[src/rtl/core/hsal_pkg.sv]
// hsal_pkg: shared types, command codes and quadrature tables for the
// hermite spline arc length unit; no dependencies
package hsal_pkg;

  localparam int NODE_FRAC  = 24;
  localparam int NUM_NODES  = 5;
  localparam int COEF_W     = 37;
  localparam int MAG_W      = 40;
  localparam int CHUNK_W    = 20;
  localparam int PROD_W     = 44;
  localparam int ACC_W      = 64;
  localparam int SQ_W       = 80;
  localparam int ROOT_W     = 40;
  localparam int REM_W      = 42;

  // datapath operations
  localparam logic [3:0] OP_NOP     = 4'd0;
  localparam logic [3:0] OP_LOAD    = 4'd1;
  localparam logic [3:0] OP_LD_C1   = 4'd2;
  localparam logic [3:0] OP_MUL     = 4'd3;
  localparam logic [3:0] OP_ADD     = 4'd4;
  localparam logic [3:0] OP_RND_C2  = 4'd5;
  localparam logic [3:0] OP_RND_C3  = 4'd6;
  localparam logic [3:0] OP_RT_INIT = 4'd7;
  localparam logic [3:0] OP_RT_STEP = 4'd8;
  localparam logic [3:0] OP_RT_FIN  = 4'd9;
  localparam logic [3:0] OP_FINISH  = 4'd10;

  // multiplier b operand
  localparam logic [1:0] B_NODE = 2'd0;
  localparam logic [1:0] B_WGT  = 2'd1;
  localparam logic [1:0] B_MLO  = 2'd2;
  localparam logic [1:0] B_MHI  = 2'd3;

  // accumulate destinations
  localparam logic [1:0] D_ACC = 2'd0;
  localparam logic [1:0] D_SQ  = 2'd1;
  localparam logic [1:0] D_WS  = 2'd2;

  // accumulate shifts
  localparam logic [1:0] SH_0  = 2'd0;
  localparam logic [1:0] SH_20 = 2'd1;
  localparam logic [1:0] SH_21 = 2'd2;
  localparam logic [1:0] SH_40 = 2'd3;

  typedef struct packed {
    logic [3:0] op;
    logic       a_hi;
    logic [1:0] b_sel;
    logic [1:0] dst;
    logic [1:0] sh;
    logic [1:0] axis;
    logic [2:0] node;
  } hsal_cmd_t;

  typedef struct packed {
    logic have_prev;
    logic out_free;
  } hsal_stat_t;

  function automatic logic [23:0] node_a(input logic [2:0] idx);
    logic [23:0] v;
    unique case (idx)
      3'd0:    v = 24'd8388608;
      3'd1:    v = 24'd3871600;
      3'd2:    v = 24'd12905616;
      3'd3:    v = 24'd787020;
      3'd4:    v = 24'd15990196;
      default: v = '0;
    endcase
    return v;
  endfunction

  function automatic logic [23:0] node_w(input logic [2:0] idx);
    logic [23:0] v;
    unique case (idx)
      3'd0:    v = 24'd9544372;
      3'd1:    v = 24'd8030057;
      3'd2:    v = 24'd8030057;
      3'd3:    v = 24'd3974973;
      3'd4:    v = 24'd3974973;
      default: v = '0;
    endcase
    return v;
  endfunction

endpackage

[src/rtl/core/hsal_ctrl.sv]
// hsal_ctrl: sequencer that walks nodes, axes, root steps and weighting
// depends on hsal_pkg
module hsal_ctrl
  import hsal_pkg::*;
(
  input  logic       clk,
  input  logic       rst_n,
  input  logic       in_valid,
  output logic       in_ready,
  input  hsal_stat_t stat,
  output hsal_cmd_t  cmd
);

  localparam logic [2:0] ST_IDLE = 3'd0;
  localparam logic [2:0] ST_AXIS = 3'd1;
  localparam logic [2:0] ST_SQRT = 3'd2;
  localparam logic [2:0] ST_WGT  = 3'd3;
  localparam logic [2:0] ST_FIN  = 3'd4;

  localparam logic [5:0] AXIS_LAST = 6'd16;
  localparam logic [5:0] SQRT_LAST = 6'd41;
  localparam logic [5:0] WGT_LAST  = 6'd3;
  localparam logic [2:0] NODE_LAST = 3'(NUM_NODES - 1);

  logic [2:0] state_r, state_nxt;
  logic [5:0] step_r, step_nxt;
  logic [1:0] axis_r, axis_nxt;
  logic [2:0] node_r, node_nxt;

  assign in_ready = (state_r == ST_IDLE);

  always_comb begin
    state_nxt = state_r;
    step_nxt  = step_r;
    axis_nxt  = axis_r;
    node_nxt  = node_r;
    cmd       = '0;
    cmd.op    = OP_NOP;
    cmd.axis  = axis_r;
    cmd.node  = node_r;
    unique case (state_r)
      ST_IDLE: begin
        step_nxt = '0;
        axis_nxt = '0;
        node_nxt = '0;
        if (in_valid) begin
          cmd.op = OP_LOAD;
          if (stat.have_prev) state_nxt = ST_AXIS;
        end
      end
      ST_AXIS: begin
        unique case (step_r)
          6'd0:           cmd.op = OP_LD_C1;
          6'd1, 6'd6:     begin cmd.op = OP_MUL; cmd.b_sel = B_NODE; end
          6'd2, 6'd7:     begin cmd.op = OP_ADD; cmd.dst = D_ACC; cmd.sh = SH_0; end
          6'd3, 6'd8:     begin cmd.op = OP_MUL; cmd.a_hi = 1'b1; cmd.b_sel = B_NODE; end
          6'd4, 6'd9:     begin cmd.op = OP_ADD; cmd.dst = D_ACC; cmd.sh = SH_20; end
          6'd5:           cmd.op = OP_RND_C2;
          6'd10:          cmd.op = OP_RND_C3;
          6'd11:          begin cmd.op = OP_MUL; cmd.b_sel = B_MLO; end
          6'd12:          begin cmd.op = OP_ADD; cmd.dst = D_SQ; cmd.sh = SH_0; end
          6'd13:          begin cmd.op = OP_MUL; cmd.b_sel = B_MHI; end
          6'd14:          begin cmd.op = OP_ADD; cmd.dst = D_SQ; cmd.sh = SH_21; end
          6'd15:          begin cmd.op = OP_MUL; cmd.a_hi = 1'b1; cmd.b_sel = B_MHI; end
          6'd16:          begin cmd.op = OP_ADD; cmd.dst = D_SQ; cmd.sh = SH_40; end
          default:        cmd.op = OP_NOP;
        endcase
        if (step_r == AXIS_LAST) begin
          step_nxt = '0;
          if (axis_r == 2'd2) begin
            axis_nxt  = '0;
            state_nxt = ST_SQRT;
          end else begin
            axis_nxt = axis_r + 2'd1;
          end
        end else begin
          step_nxt = step_r + 6'd1;
        end
      end
      ST_SQRT: begin
        if (step_r == 6'd0) cmd.op = OP_RT_INIT;
        else if (step_r == SQRT_LAST) cmd.op = OP_RT_FIN;
        else cmd.op = OP_RT_STEP;
        if (step_r == SQRT_LAST) begin
          step_nxt  = '0;
          state_nxt = ST_WGT;
        end else begin
          step_nxt = step_r + 6'd1;
        end
      end
      ST_WGT: begin
        cmd.op    = step_r[0] ? OP_ADD : OP_MUL;
        cmd.a_hi  = step_r[1];
        cmd.b_sel = B_WGT;
        cmd.dst   = D_WS;
        cmd.sh    = step_r[1] ? SH_20 : SH_0;
        if (step_r == WGT_LAST) begin
          step_nxt = '0;
          if (node_r == NODE_LAST) begin
            state_nxt = ST_FIN;
          end else begin
            node_nxt  = node_r + 3'd1;
            state_nxt = ST_AXIS;
          end
        end else begin
          step_nxt = step_r + 6'd1;
        end
      end
      ST_FIN: begin
        if (stat.out_free) begin
          cmd.op    = OP_FINISH;
          state_nxt = ST_IDLE;
        end
      end
      default: state_nxt = ST_IDLE;
    endcase
  end

  always_ff @(posedge clk) begin
    if (!rst_n) begin
      state_r <= ST_IDLE;
      step_r  <= '0;
      axis_r  <= '0;
      node_r  <= '0;
    end else begin
      state_r <= state_nxt;
      step_r  <= step_nxt;
      axis_r  <= axis_nxt;
      node_r  <= node_nxt;
    end
  end

endmodule

[config.mk]
export PLATFORM = sky130hd
export DESIGN_NAME = hsal_ctrl
export DESIGN_NICKNAME = d
export VERILOG_FILES = /design/src/rtl/core/hsal_pkg.sv /design/src/rtl/core/hsal_ctrl.sv
export SDC_FILE = /design/constraint.sdc
export NUM_CORES = 1
export LEC_CHECK = 0
export ABC_AREA = 1
export ABC_CLOCK_PERIOD_IN_PS = 1800
export BUFFER_PORTS_ARGS = -buffer_cell sky130_fd_sc_hd__buf_4
export CORE_ASPECT_RATIO = 2
export CORE_MARGIN = 2
export CORE_UTILIZATION = 45
export CTS_CLUSTER_DIAMETER = 30
export DETAILED_ROUTE_END_ITERATION = 8
export HOLD_SLACK_MARGIN = 0.02
export PLACE_DENSITY = 0.69
export SETUP_SLACK_MARGIN = 0.1
export SKIP_LAST_GASP = 1
export SLEW_MARGIN = 10
export SYNTH_ARGS = -nofsm -noshare
export SYNTH_HDL_FRONTEND = slang
export SYNTH_SLANG_ARGS = --single-unit
[constraint.sdc]
create_clock -name clk -period 1.8 [get_ports clk]
set_clock_uncertainty 0.2 [all_clocks]
set_input_delay 0.45 -clock clk [delete_from_list [all_inputs] [get_ports clk]]
set_output_delay 0.45 -clock clk [all_outputs]
set_load 0.1 [all_outputs]
==> flow_metrics.tcl, run 1 <==
set metrics [dict create \
    grt-worst-endpoint "cmd[14]" \
    synth_most_common_cell "nand2_1" \
    postSynth.asyncResetShare_pct 0 \
    clk_path_buf_depth 2 \
    synth.cell_area_sq_um 1201 \
    rows 26 \
    ys.flop_type "dfxtp_1" \
    cts_hold_buffers 0 \
    dpl.cell_count 290 \
    io_pins 22 \
    die_x_microns 40.53 \
    root_buffer "clkbuf_8" \
    stop_stage "global routing" \
    synth_commonest_cells "nand2_1, nor2_1, inv_1, nand3_1, o21ai_0" \
    yosys.area.top_type_share_pct 23.33 \
    initial_utilization_pct 47.34 \
    error "[ERROR DPL-0038] Utilization greater than 100%, impossible to legalize" \
    synthDistinctLibCells 25 \
    seq_area_frac_synth_pct 23.33 \
    ys_seq_elements 14 \
    yosysTopAreaCell "dfxtp_1" \
    portBuffers 21 \
    syn_nets 211 \
    hpwl_mm 3.544 \
    outcome "did not finish" \
    numClockSinks 14 \
    gp_congestion 0.8360 \
    syn_inst 200 \
    synth_edf_count 0 \
    htreeDepth 1 \
    syn_area_per_cell_sq_um 6.006 \
    dieHeight_microns 77.07 \
    ys.warnings.count 0 \
    grt_max_degree 12 \
    worst-ep-kind "top-level output" \
    cts_made_buffers 3 \
    ys_top_cells_by_area "dfxtp_1, nand2_1, nor2_1" \
]
## per-stage QoR
stage | setup WS, ps | area (sq um) | hold slack, ps
3_3_place_gp | -324.8 | 1954 | 249.4
4_1_cts | -521.3 | 2237 | 273.0
2_1_floorplan | -527.9 | 1455 | 293.5
3_5_place_dp | -421.2 | 1954 | 262.9
## cell families after synthesis
kind of cell | share of synthesized area, %
XOR/XNOR | 0.7293
AO/OA/AOI/OAI | 14.79
buffers and inverters | 11.25
flip-flops | 23.33
adder cells (fa/ha/maj) | 6.250
AND/OR/NAND/NOR | 43.65
## what timing repair did
item / CTS
gates resized for setup: 53
pin swaps: 11
buffers inserted: 4
endpoints found under the setup margin: 26
==> inputs of run 2 (changes only) <==
ABC_CLOCK_PERIOD_IN_PS = 2300   (was 1800)
CORE_ASPECT_RATIO = not set   (was 2)
CORE_UTILIZATION = 30   (was 45)
CTS_CLUSTER_DIAMETER = not set   (was 30)
HOLD_SLACK_MARGIN = not set   (was 0.02)
PLACE_DENSITY = not set   (was 0.69)
PLACE_DENSITY_LB_ADDON = 0.15   (was not set)
SETUP_SLACK_MARGIN = not set   (was 0.1)
clock period = 2.3 ns   (was 1.8 ns; I/O delays follow)
==> flow_metrics.tcl, run 2 <==
set metrics [dict create \
    grt_pass1_vias 1382 \
    syn_inst 200 \
    ys_top_cells_by_area "dfxtp_1, nand2_1, nor2_1" \
    vdd_drop_max_v 0.001097 \
    relSlewSlack_pct 74.60 \
    cts_tree "built" \
    dieArea_sq_um 4526 \
    p_leak_nw 0.9893 \
    synth_edf_count 0 \
    cts_made_buffers 3 \
    htreeDepth 1 \
    io_pins 22 \
    grt_first_pass_wirelength_mm 6.210 \
    drtPass1Iterations 4 \
    utilization_pct 58.86 \
    ys_seq_elements 14 \
    r2r_start "step_r[3]$_SDFFE_PN0P_" \
    crit_fanout 4 \
    area_growth_pct 83.44 \
    rsz0062_at_grt "true" \
    tightest_slew_ps 377.1 \
    hold_ws_ps 298.2 \
    finalPower_mw 2.882 \
    core_sq_um 3744 \
    muxShareOfSynthArea_pct 0 \
    rr_worst_depth 10 \
    power_density_nw_per_um2 1308 \
    synthDistinctLibCells 25 \
    antenna_found_initial 0 \
    yosys.area.top_type_share_pct 23.33 \
    final_common_cell "buf_4" \
    dpl.cell_count 294 \
    hold_viol_final 0 \
    synth_top_family_by_area "simple AND/OR/NAND/NOR gates" \
    yosys.area_share.adder_pct 6.250 \
    postSynth.asyncResetShare_pct 0 \
    seq_area_frac_synth_pct 23.33 \
    dieHeight_microns 67.28 \
    viasPerCell 4.844 \
    synth_compound_gate_area_share_pct 14.79 \
    initial_utilization_pct 32.09 \
    synth_most_common_cell "nand2_1" \
    routed_wl_mm 3.964 \
    multi_input_area_sq_um 1117 \
    hold_class "register to register" \
    clk_path_buf_depth 2 \
    gp_congestion 0.8474 \
    critical_path.endpoint "cmd[12]" \
    syn_area_per_cell_sq_um 6.006 \
    hpwl_mm 2.842 \
    maxCapViolCount 0 \
    top_register "step_r" \
    rows 22 \
    grt_max_degree 12 \
    largestRegisters "step_r x6, node_r x3, state_r x3" \
    root_buffer "clkbuf_8" \
    outcome "finished with violations" \
    violations "setup timing" \
    postRouteAntennaNets 0 \
    instances_no_fill 302 \
    yosys.area_share.simple_pct 43.65 \
    regToRegEndpoint "state_r[0]$_SDFFE_PN0P_" \
    yosysTopAreaCell "dfxtp_1" \
    crit_type "register to primary output" \
    numClockSinks 14 \
    post-route-period-util_pct 106.0 \
    die_x_microns 67.28 \
    antenna-diode-count 0 \
    finalNetCount 267 \
    synth_commonest_cells "nand2_1, nor2_1, inv_1, nand3_1, o21ai_0" \
    fin_ws_ps -138.7 \
    fmax_mhz 410.1 \
    globalRouteOverflowTotal 0 \
    globalRouteTotalUtil_pct 18.35 \
    drcViolationCount 0 \
    synthXorXnorAreaFrac_pct 0.7292 \
    syn_nets 211 \
    clk_latency_ps 250 \
    regArea_sq_um 297.8 \
    clk_pin_slew_ps 60 \
    drtIter0Drc 63 \
    ys.flop_type "dfxtp_1" \
    ys.warnings.count 0 \
    final_cell_mix "buf_4, nand2_1, nor2_1" \
    fin_crit_ps 2439 \
    worstPathArrival_ps 1660 \
    r2r_slack_ps 470 \
    startpoint "step_r[1]$_SDFFE_PN0P_" \
    largest_reg_flops 6 \
    drive_gt1_share_pct 52.76 \
    setup_viol 7 \
    fillers 352 \
    vias 1463 \
    tns_ps -639.8 \
    wl_per_cell_microns 13.13 \
    worstPathRequired_ps 1520 \
    portBuffers 21 \
    start_kind "register" \
    endpoint_kind "primary output" \
    maxSlewViolCount 0 \
    synth.cell_area_sq_um 1201 \
]
## run 2: cell counts after synthesis
No cell type changed its count.
## run 2: routing by layer
metal,track usage [%],vias to the layer above,part of all wire (%)
li1,-,759,-
met1,22.82,670,46
met2,31.56,26,49
met3,2.167,8,2.4
met4,8.418,0,2.6
met5,0,-,0
## run 2: metrics by stage
stage / setup WS, ps / area [sq um]
CTS: -137.2 / 1986
detailed placement: -118.0 / 1687
global placement: -106.0 / 1687
global route: -216.3 / 2203
finish: -138.7 / 2203
floorplan: -208.6 / 1282
## run 2: critical path: stages (launching register included)
cell	delay (ps)
dfxtp_4	390
inv_4	60
ha_4	170
o21ai_4	190
nor2_4	70
nor2_4	120
nand3_1	110
nand2_2	90
nand2_4	50
buf_12	160
## run 2: cell type report
class                      count  share of cell area [%]
sequential                    14                   13.52
multi-input combinational    153                   50.71
timing repair buffer          53                   24.93
clock buffer                   3                   1.874
inverter                      31                   6.246
tap                           48                   2.726
## run 2: kinds of logic after synthesis
family          after synthesis
compound gates               33
xor+xnor                      1
fa+ha+maj                     6
buf+inv                      33
flops                        14
simple gates                113
## run 2: how the worst min path moves through the flow
stage | to | slack, ps | cells past startpoint | startpoint
final | node_r[1]$_SDFFE_PN0P_ | 300 | 2 | node_r[1]$_SDFFE_PN0P_
after global placement | step_r[1]$_SDFFE_PN0P_ | 290 | 2 | step_r[1]$_SDFFE_PN0P_
after detailed placement | node_r[0]$_SDFFE_PN0P_ | 290 | 1 | node_r[0]$_SDFFE_PN0P_
after global routing | node_r[2]$_SDFFE_PN0P_ | 350 | 2 | node_r[2]$_SDFFE_PN0P_
after floorplan | step_r[1]$_SDFFE_PN0P_ | 280 | 2 | step_r[1]$_SDFFE_PN0P_
after CTS | node_r[1]$_SDFFE_PN0P_ | 300 | 2 | node_r[1]$_SDFFE_PN0P_
## run 2: power breakdown
group	leakage [nW]	switching, mW	total (mW)	internal (mW)
logic	0.849	1.52	2.28	0.759
clock network	0.0216	0.0909	0.207	0.116
registers	0.118	0.0874	0.395	0.307
## run 2: what timing repair did
action | 4_1_cts | 5_1_grt
resized for setup | 67 | 47
pin swaps | 10 | 24
hold buffers | 0 | 0
buffers inserted | 2 | 3
setup endpoints to repair | 10 | 10
Power figures use the tool's default switching activity.
==> inputs of run 3 (changes only) <==
CORE_AREA = 2 2 63 65   (was not set)
CORE_MARGIN = not set   (was 2)
CORE_UTILIZATION = not set   (was 30)
DIE_AREA = 0 0 65 67   (was not set)
==> flow_metrics.tcl, run 3 (synthesis gave the netlist of run 2 again) <==
set metrics [dict create \
    final_cell_mix "buf_4, nand2_1, nor2_1" \
    final_common_cell "buf_4" \
    largest_reg_flops 6 \
    critPathMaxStageDelay_ps 380 \
    drcViolationCount 0 \
    worstPathRequired_ps 1520 \
    tightest_slew_ps 298.7 \
    antenna-diode-count 0 \
    dieArea_sq_um 4355 \
    fin_ws_ps -136.6 \
    p_leak_nw 0.9234 \
    cp_top_family "flip-flops" \
    critPathMostFrequentCell "nand2_2" \
    relSlewSlack_pct 79.93 \
    viasPerCell 4.862 \
    core_sq_um 3606 \
    initial_utilization_pct 33.31 \
    clk_pin_slew_ps 60 \
    rows 22 \
    drtPass1Iterations 4 \
    rr_worst_depth 10 \
    top_register "step_r" \
    clk_latency_ps 250 \
    vias 1449 \
    portBuffers 21 \
    io_pins 22 \
    crit_type "register to primary output" \
    holdPathStages 2 \
    r2r_start "step_r[4]$_SDFFE_PN0P_" \
    wl_per_cell_microns 12.66 \
    grt_max_degree 12 \
    path_cells "inv_4 -> ha_4 -> nand2_2 -> inv_1 -> nand2_1 -> nand2_2 -> inv_2 -> nand3_2 -> o21ai_2 -> nand2_4 -> buf_12" \
    fmax_mhz 410.4 \
    dieHeight_microns 67 \
    numClockSinks 14 \
    die_x_microns 65 \
    hold_end "node_r[1]$_SDFFE_PN0P_" \
    dp_slack_ps -105.3 \
    hpwl_mm 2.694 \
    post-route-period-util_pct 105.9 \
    cts_tree "built" \
    area_growth_pct 66.15 \
    grt_pass1_vias 1356 \
    start_kind "register" \
    globalRouteTotalUtil_pct 18.70 \
    cts_hold_buffers 0 \
    power_density_nw_per_um2 1415 \
    crit_fanout 4 \
    gp_congestion 0.8968 \
    setup_viol 9 \
    worstPathArrival_ps 1660 \
    maxCapViolCount 0 \
    routed_wl_mm 3.773 \
    endpoint_kind "primary output" \
    hold_ws_ps 300.9 \
    outcome "finished with violations" \
    fin_crit_ps 2437 \
    drtIter0Drc 63 \
    dpl.cell_count 289 \
    r2r_slack_ps 450 \
    cts_made_buffers 3 \
    largestRegisters "step_r x6, node_r x3, state_r x3" \
    clk_path_buf_depth 2 \
    finalNetCount 262 \
    regArea_sq_um 299.0 \
    multi_input_area_sq_um 970.9 \
    rsz0062_at_grt "true" \
    hold_class "register to register" \
    utilization_pct 55.34 \
    regToRegEndpoint "state_r[2]$_SDFFE_PN0P_" \
    min-delay-start "node_r[1]$_SDFFE_PN0P_" \
    instances_no_fill 298 \
    violations "setup timing" \
    hold_viol_final 0 \
    root_buffer "clkbuf_8" \
    maxSlewViolCount 0 \
    htreeDepth 1 \
    vdd_drop_max_v 0.001085 \
    antenna_found_initial 0 \
    globalRouteOverflowTotal 0 \
    crit_slowest_cell "dfxtp_4" \
    path_buf_inv 4 \
    grt_first_pass_wirelength_mm 6.175 \
    fillers 353 \
    postRouteAntennaNets 0 \
    drive_gt1_share_pct 46.80 \
    finalPower_mw 2.824 \
]
[run 3: changes by cell type in the layout (fill, tap and decap cells not counted), moves of 2 or more]
cell     previous run  this run
nor2_4             13         5
nor2_1             22        27
nand2_1            29        33
nand3_1            13        16
nor2_2              4         7
buf_12             10         8
nand2_8             2         0
nand3_2             8         6
[run 3: how the worst max path moves through the flow]
| stage | start | end | slack (ps) | depth (start not counted) |
|---|---|---|---|---|
| 4_1_cts | step_r[1]$_SDFFE_PN0P_ | cmd[12] | -110 | 10 |
| 2_1_floorplan | step_r[1]$_SDFFE_PN0P_ | cmd[5] | -210 | 6 |
| 3_5_place_dp | step_r[0]$_SDFFE_PN0P_ | cmd[12] | -110 | 9 |
| 6_report | step_r[0]$_SDFFE_PN0P_ | cmd[14] | -140 | 11 |
| 3_3_place_gp | step_r[0]$_SDFFE_PN0P_ | cmd[12] | -130 | 9 |
| 5_1_grt | step_r[4]$_SDFFE_PN0P_ | cmd[12] | -200 | 9 |
[run 3: where the power goes]
group          switching (mW)  internal, mW  leakage [nW]  total, mW
registers              0.0822         0.312         0.119      0.394
logic                    1.47         0.711         0.776       2.18
clock network          0.0983         0.152        0.0288      0.250
total                    1.65          1.18         0.923       2.82
[run 3: worst reg2reg max path, cell delays in order, from the launching register on]
cell and delay, ps:
dfxtp_2 330, nor2_4 220, buf_4 160, nand3_2 100
buf_4 170, nand2_2 90, nand2_1 70, nor2_2 200
nand3_1 100, nand2_1 70, nor2_1 40
[run 3: through the flow]
step | area (sq um) | TNS [ps]
final | 1996 | -727.9
after global routing | 1996 | -1384
after CTS | 1949 | -499.7
after detailed placement | 1649 | -229.2
after global placement | 1649 | -269.5
after floorplan | 1282 | -529.6
[run 3: area by class of cell]
class	instances	area share, %
multi-input combinational	153	48.65
timing repair buffer	48	23.82
sequential	14	14.98
inverter	31	6.771
tap	48	3.009
clock buffer	4	2.759
[run 3: timing repair]
item / in CTS / in global routing
pin swaps: 11 / 4
hold endpoints to repair: 0 / 0
endpoints found under the setup margin: 10 / 9
resized for setup: 68 / 8
buffers inserted: 2 / 3
[run 3: routing by layer]
layer	vias up	wire length [microns]	global-route usage, %
met5	-	0	0
met4	0	95	8.511
met3	9	109	2.703
met2	28	1899	33.63
met1	668	1669	21.81
li1	744	-	-
==> inputs of run 4 (changes only) <==
CORE_AREA = 8 8 69 71   (was 2 2 63 65)
DIE_AREA = 0 0 77 79   (was 0 0 65 67)
GPL_TIMING_DRIVEN = 0   (was not set)
==> flow_metrics.tcl, run 4 (synthesis gave the netlist of run 2 again) <==
set metrics [dict create \
    cts_made_buffers 3 \
    power_density_nw_per_um2 1388 \
    endpoint_kind "primary output" \
    htreeDepth 1 \
    die_x_microns 77 \
    worstPathArrival_ps 1700 \
    cts_tree "built" \
    setup_viol 8 \
    post-route-period-util_pct 107.5 \
    wl_per_cell_microns 13.34 \
    grt_pass1_vias 1317 \
    largest_reg_flops 6 \
    routed_wl_mm 3.895 \
    vias 1425 \
    fillers 379 \
    vdd_drop_max_v 0.001103 \
    intPower_mw 1.174 \
    start_kind "register" \
    finalPower_mw 2.861 \
    initial_utilization_pct 31.62 \
    worstPathRequired_ps 1520 \
    portBuffers 21 \
    final_common_cell "nand2_1" \
    numClockSinks 14 \
    seqPwrFrac_pct 13.9 \
    top_layer "met4" \
    drcViolationCount 0 \
    globalRouteOverflowTotal 0 \
    regToRegEndpoint "state_r[1]$_SDFFE_PN0P_" \
    netSwitchingFraction_pct 58.97 \
    hpwl_mm 2.670 \
    antenna_found_initial 0 \
    p_leak_nw 0.9051 \
    dp_slack_ps -258.7 \
    hold_viol_final 0 \
    clk_path_buf_depth 2 \
    root_buffer "clkbuf_8" \
    relSlewSlack_pct 77.13 \
    hold_class "register to register" \
    tns_ps -693.7 \
    tightest_slew_ps 340.5 \
    maxSlewViolCount 0 \
    route.met3.wl_microns 176 \
    globalRouteTotalUtil_pct 12.25 \
    clk_pin_slew_ps 60 \
    met2_length_mm 2.006 \
    top_register "step_r" \
    io_pins 22 \
    final_cell_mix "nand2_1, buf_4, nor2_1" \
    instances_no_fill 292 \
    crit_type "register to primary output" \
    drtIter0Drc 49 \
    startpoint "step_r[0]$_SDFFE_PN0P_" \
    largestRegisters "step_r x6, node_r x3, state_r x3" \
    holdPathStages 2 \
    antenna-diode-count 0 \
    clkPwrFrac_pct 8.6 \
    hold_end "node_r[1]$_SDFFE_PN0P_" \
    fin_crit_ps 2473 \
    drive_gt1_share_pct 47.93 \
    clk_latency_ps 250 \
    postRouteAntennaNets 0 \
    dieArea_sq_um 6083 \
    fin_ws_ps -172.8 \
    violations "setup timing" \
    p_sw_mw 1.687 \
    dieHeight_microns 79 \
    viasPerCell 4.880 \
    core_sq_um 3799 \
    r2r_start "step_r[1]$_SDFFE_PN0P_" \
    maxCapViolCount 0 \
    drt-met1-wl_mm 1.659 \
    dpl.cell_count 271 \
    r2r_slack_ps 520 \
    drtPass1Iterations 4 \
    hold_ws_ps 299.2 \
    fmax_mhz 404.4 \
    grt_max_degree 11 \
    rsz0062_at_grt "true" \
    outcome "finished with violations" \
    gp_congestion 0.8661 \
    area_growth_pct 71.67 \
    combPwrFrac_pct 77.6 \
    finalNetCount 254 \
    grt_first_pass_wirelength_mm 6.113 \
    rows 23 \
    crit_fanout 5 \
    rr_worst_depth 9 \
    min-delay-start "node_r[1]$_SDFFE_PN0P_" \
]
[run 4: changes by cell type in the layout (fill, tap and decap cells not counted), moves of 4 or more]
cell	change
nor2_1	-4
nand3_4	+4
buf_4	-10
nor2_4	+4
dfxtp_4	+4
dfxtp_2	-5
[run 4: worst max-delay path by stage]
stage                     slack [ps]       to  depth (start not counted)
after global placement          -250  cmd[13]                          9
after global routing            -260  cmd[14]                         11
after floorplan                 -210   cmd[5]                          6
after CTS                       -140  cmd[14]                          9
final                           -170  cmd[13]                         10
after detailed placement        -260  cmd[12]                          9
[run 4: repair_timing]
| action | 4_1_cts | 5_1_grt |
|---|---|---|
| hold buffers | 0 | 0 |
| endpoints found under the setup margin | 10 | 10 |
| setup buffers | 9 | 8 |
| pin swaps | 11 | 21 |
| gates resized for setup | 72 | 31 |
[run 4: cell type report]
class / count / area (sq um) / area share [%]
Timing Repair Buffer: 38 / 421.7 / 20.45
Inverter: 31 / 145.1 / 7.039
Multi-Input combinational cell: 153 / 1054 / 51.09
Sequential cell: 14 / 307.8 / 14.93
Tap cell: 50 / 62.56 / 3.034
Clock buffer: 4 / 55.05 / 2.670
Buffer: 2 / 16.27 / 0.7888
[run 4: per-stage QoR]
stage	utilization (%)	cell area, sq um
floorplan	-	1282
CTS	49.47	1879
detailed placement	39.56	1503
global placement	39.56	1503
global route	54.28	2062
finish	54.28	2062
[run 4: layer usage]
metal | vias to the layer above | track usage [%]
met2 | 46 | 22.26
met4 | 0 | 4.906
met1 | 640 | 13.72
met3 | 8 | 2.483
li1 | 731 | -
met5 | - | 0
[run 4: power groups by stage]
stage | Clock (mW) | Combinational (mW) | Sequential (mW)
after detailed placement | 0 | 1.83 | 0.367
after global routing | 0.261 | 2.36 | 0.411
final | 0.245 | 2.22 | 0.397
after floorplan | 0 | 1.41 | 0.453
after CTS | 0.256 | 2.13 | 0.395
after global placement | 0 | 1.84 | 0.365
[run 4: critical path, cell delays in order (launching register included)]
cell	delay, ps
dfxtp_4	410
inv_4	60
ha_4	160
nand2_4	80
inv_4	40
buf_4	120
a21oi_1	150
nand3_1	110
nand2_2	90
nand2_4	50
buf_12	160
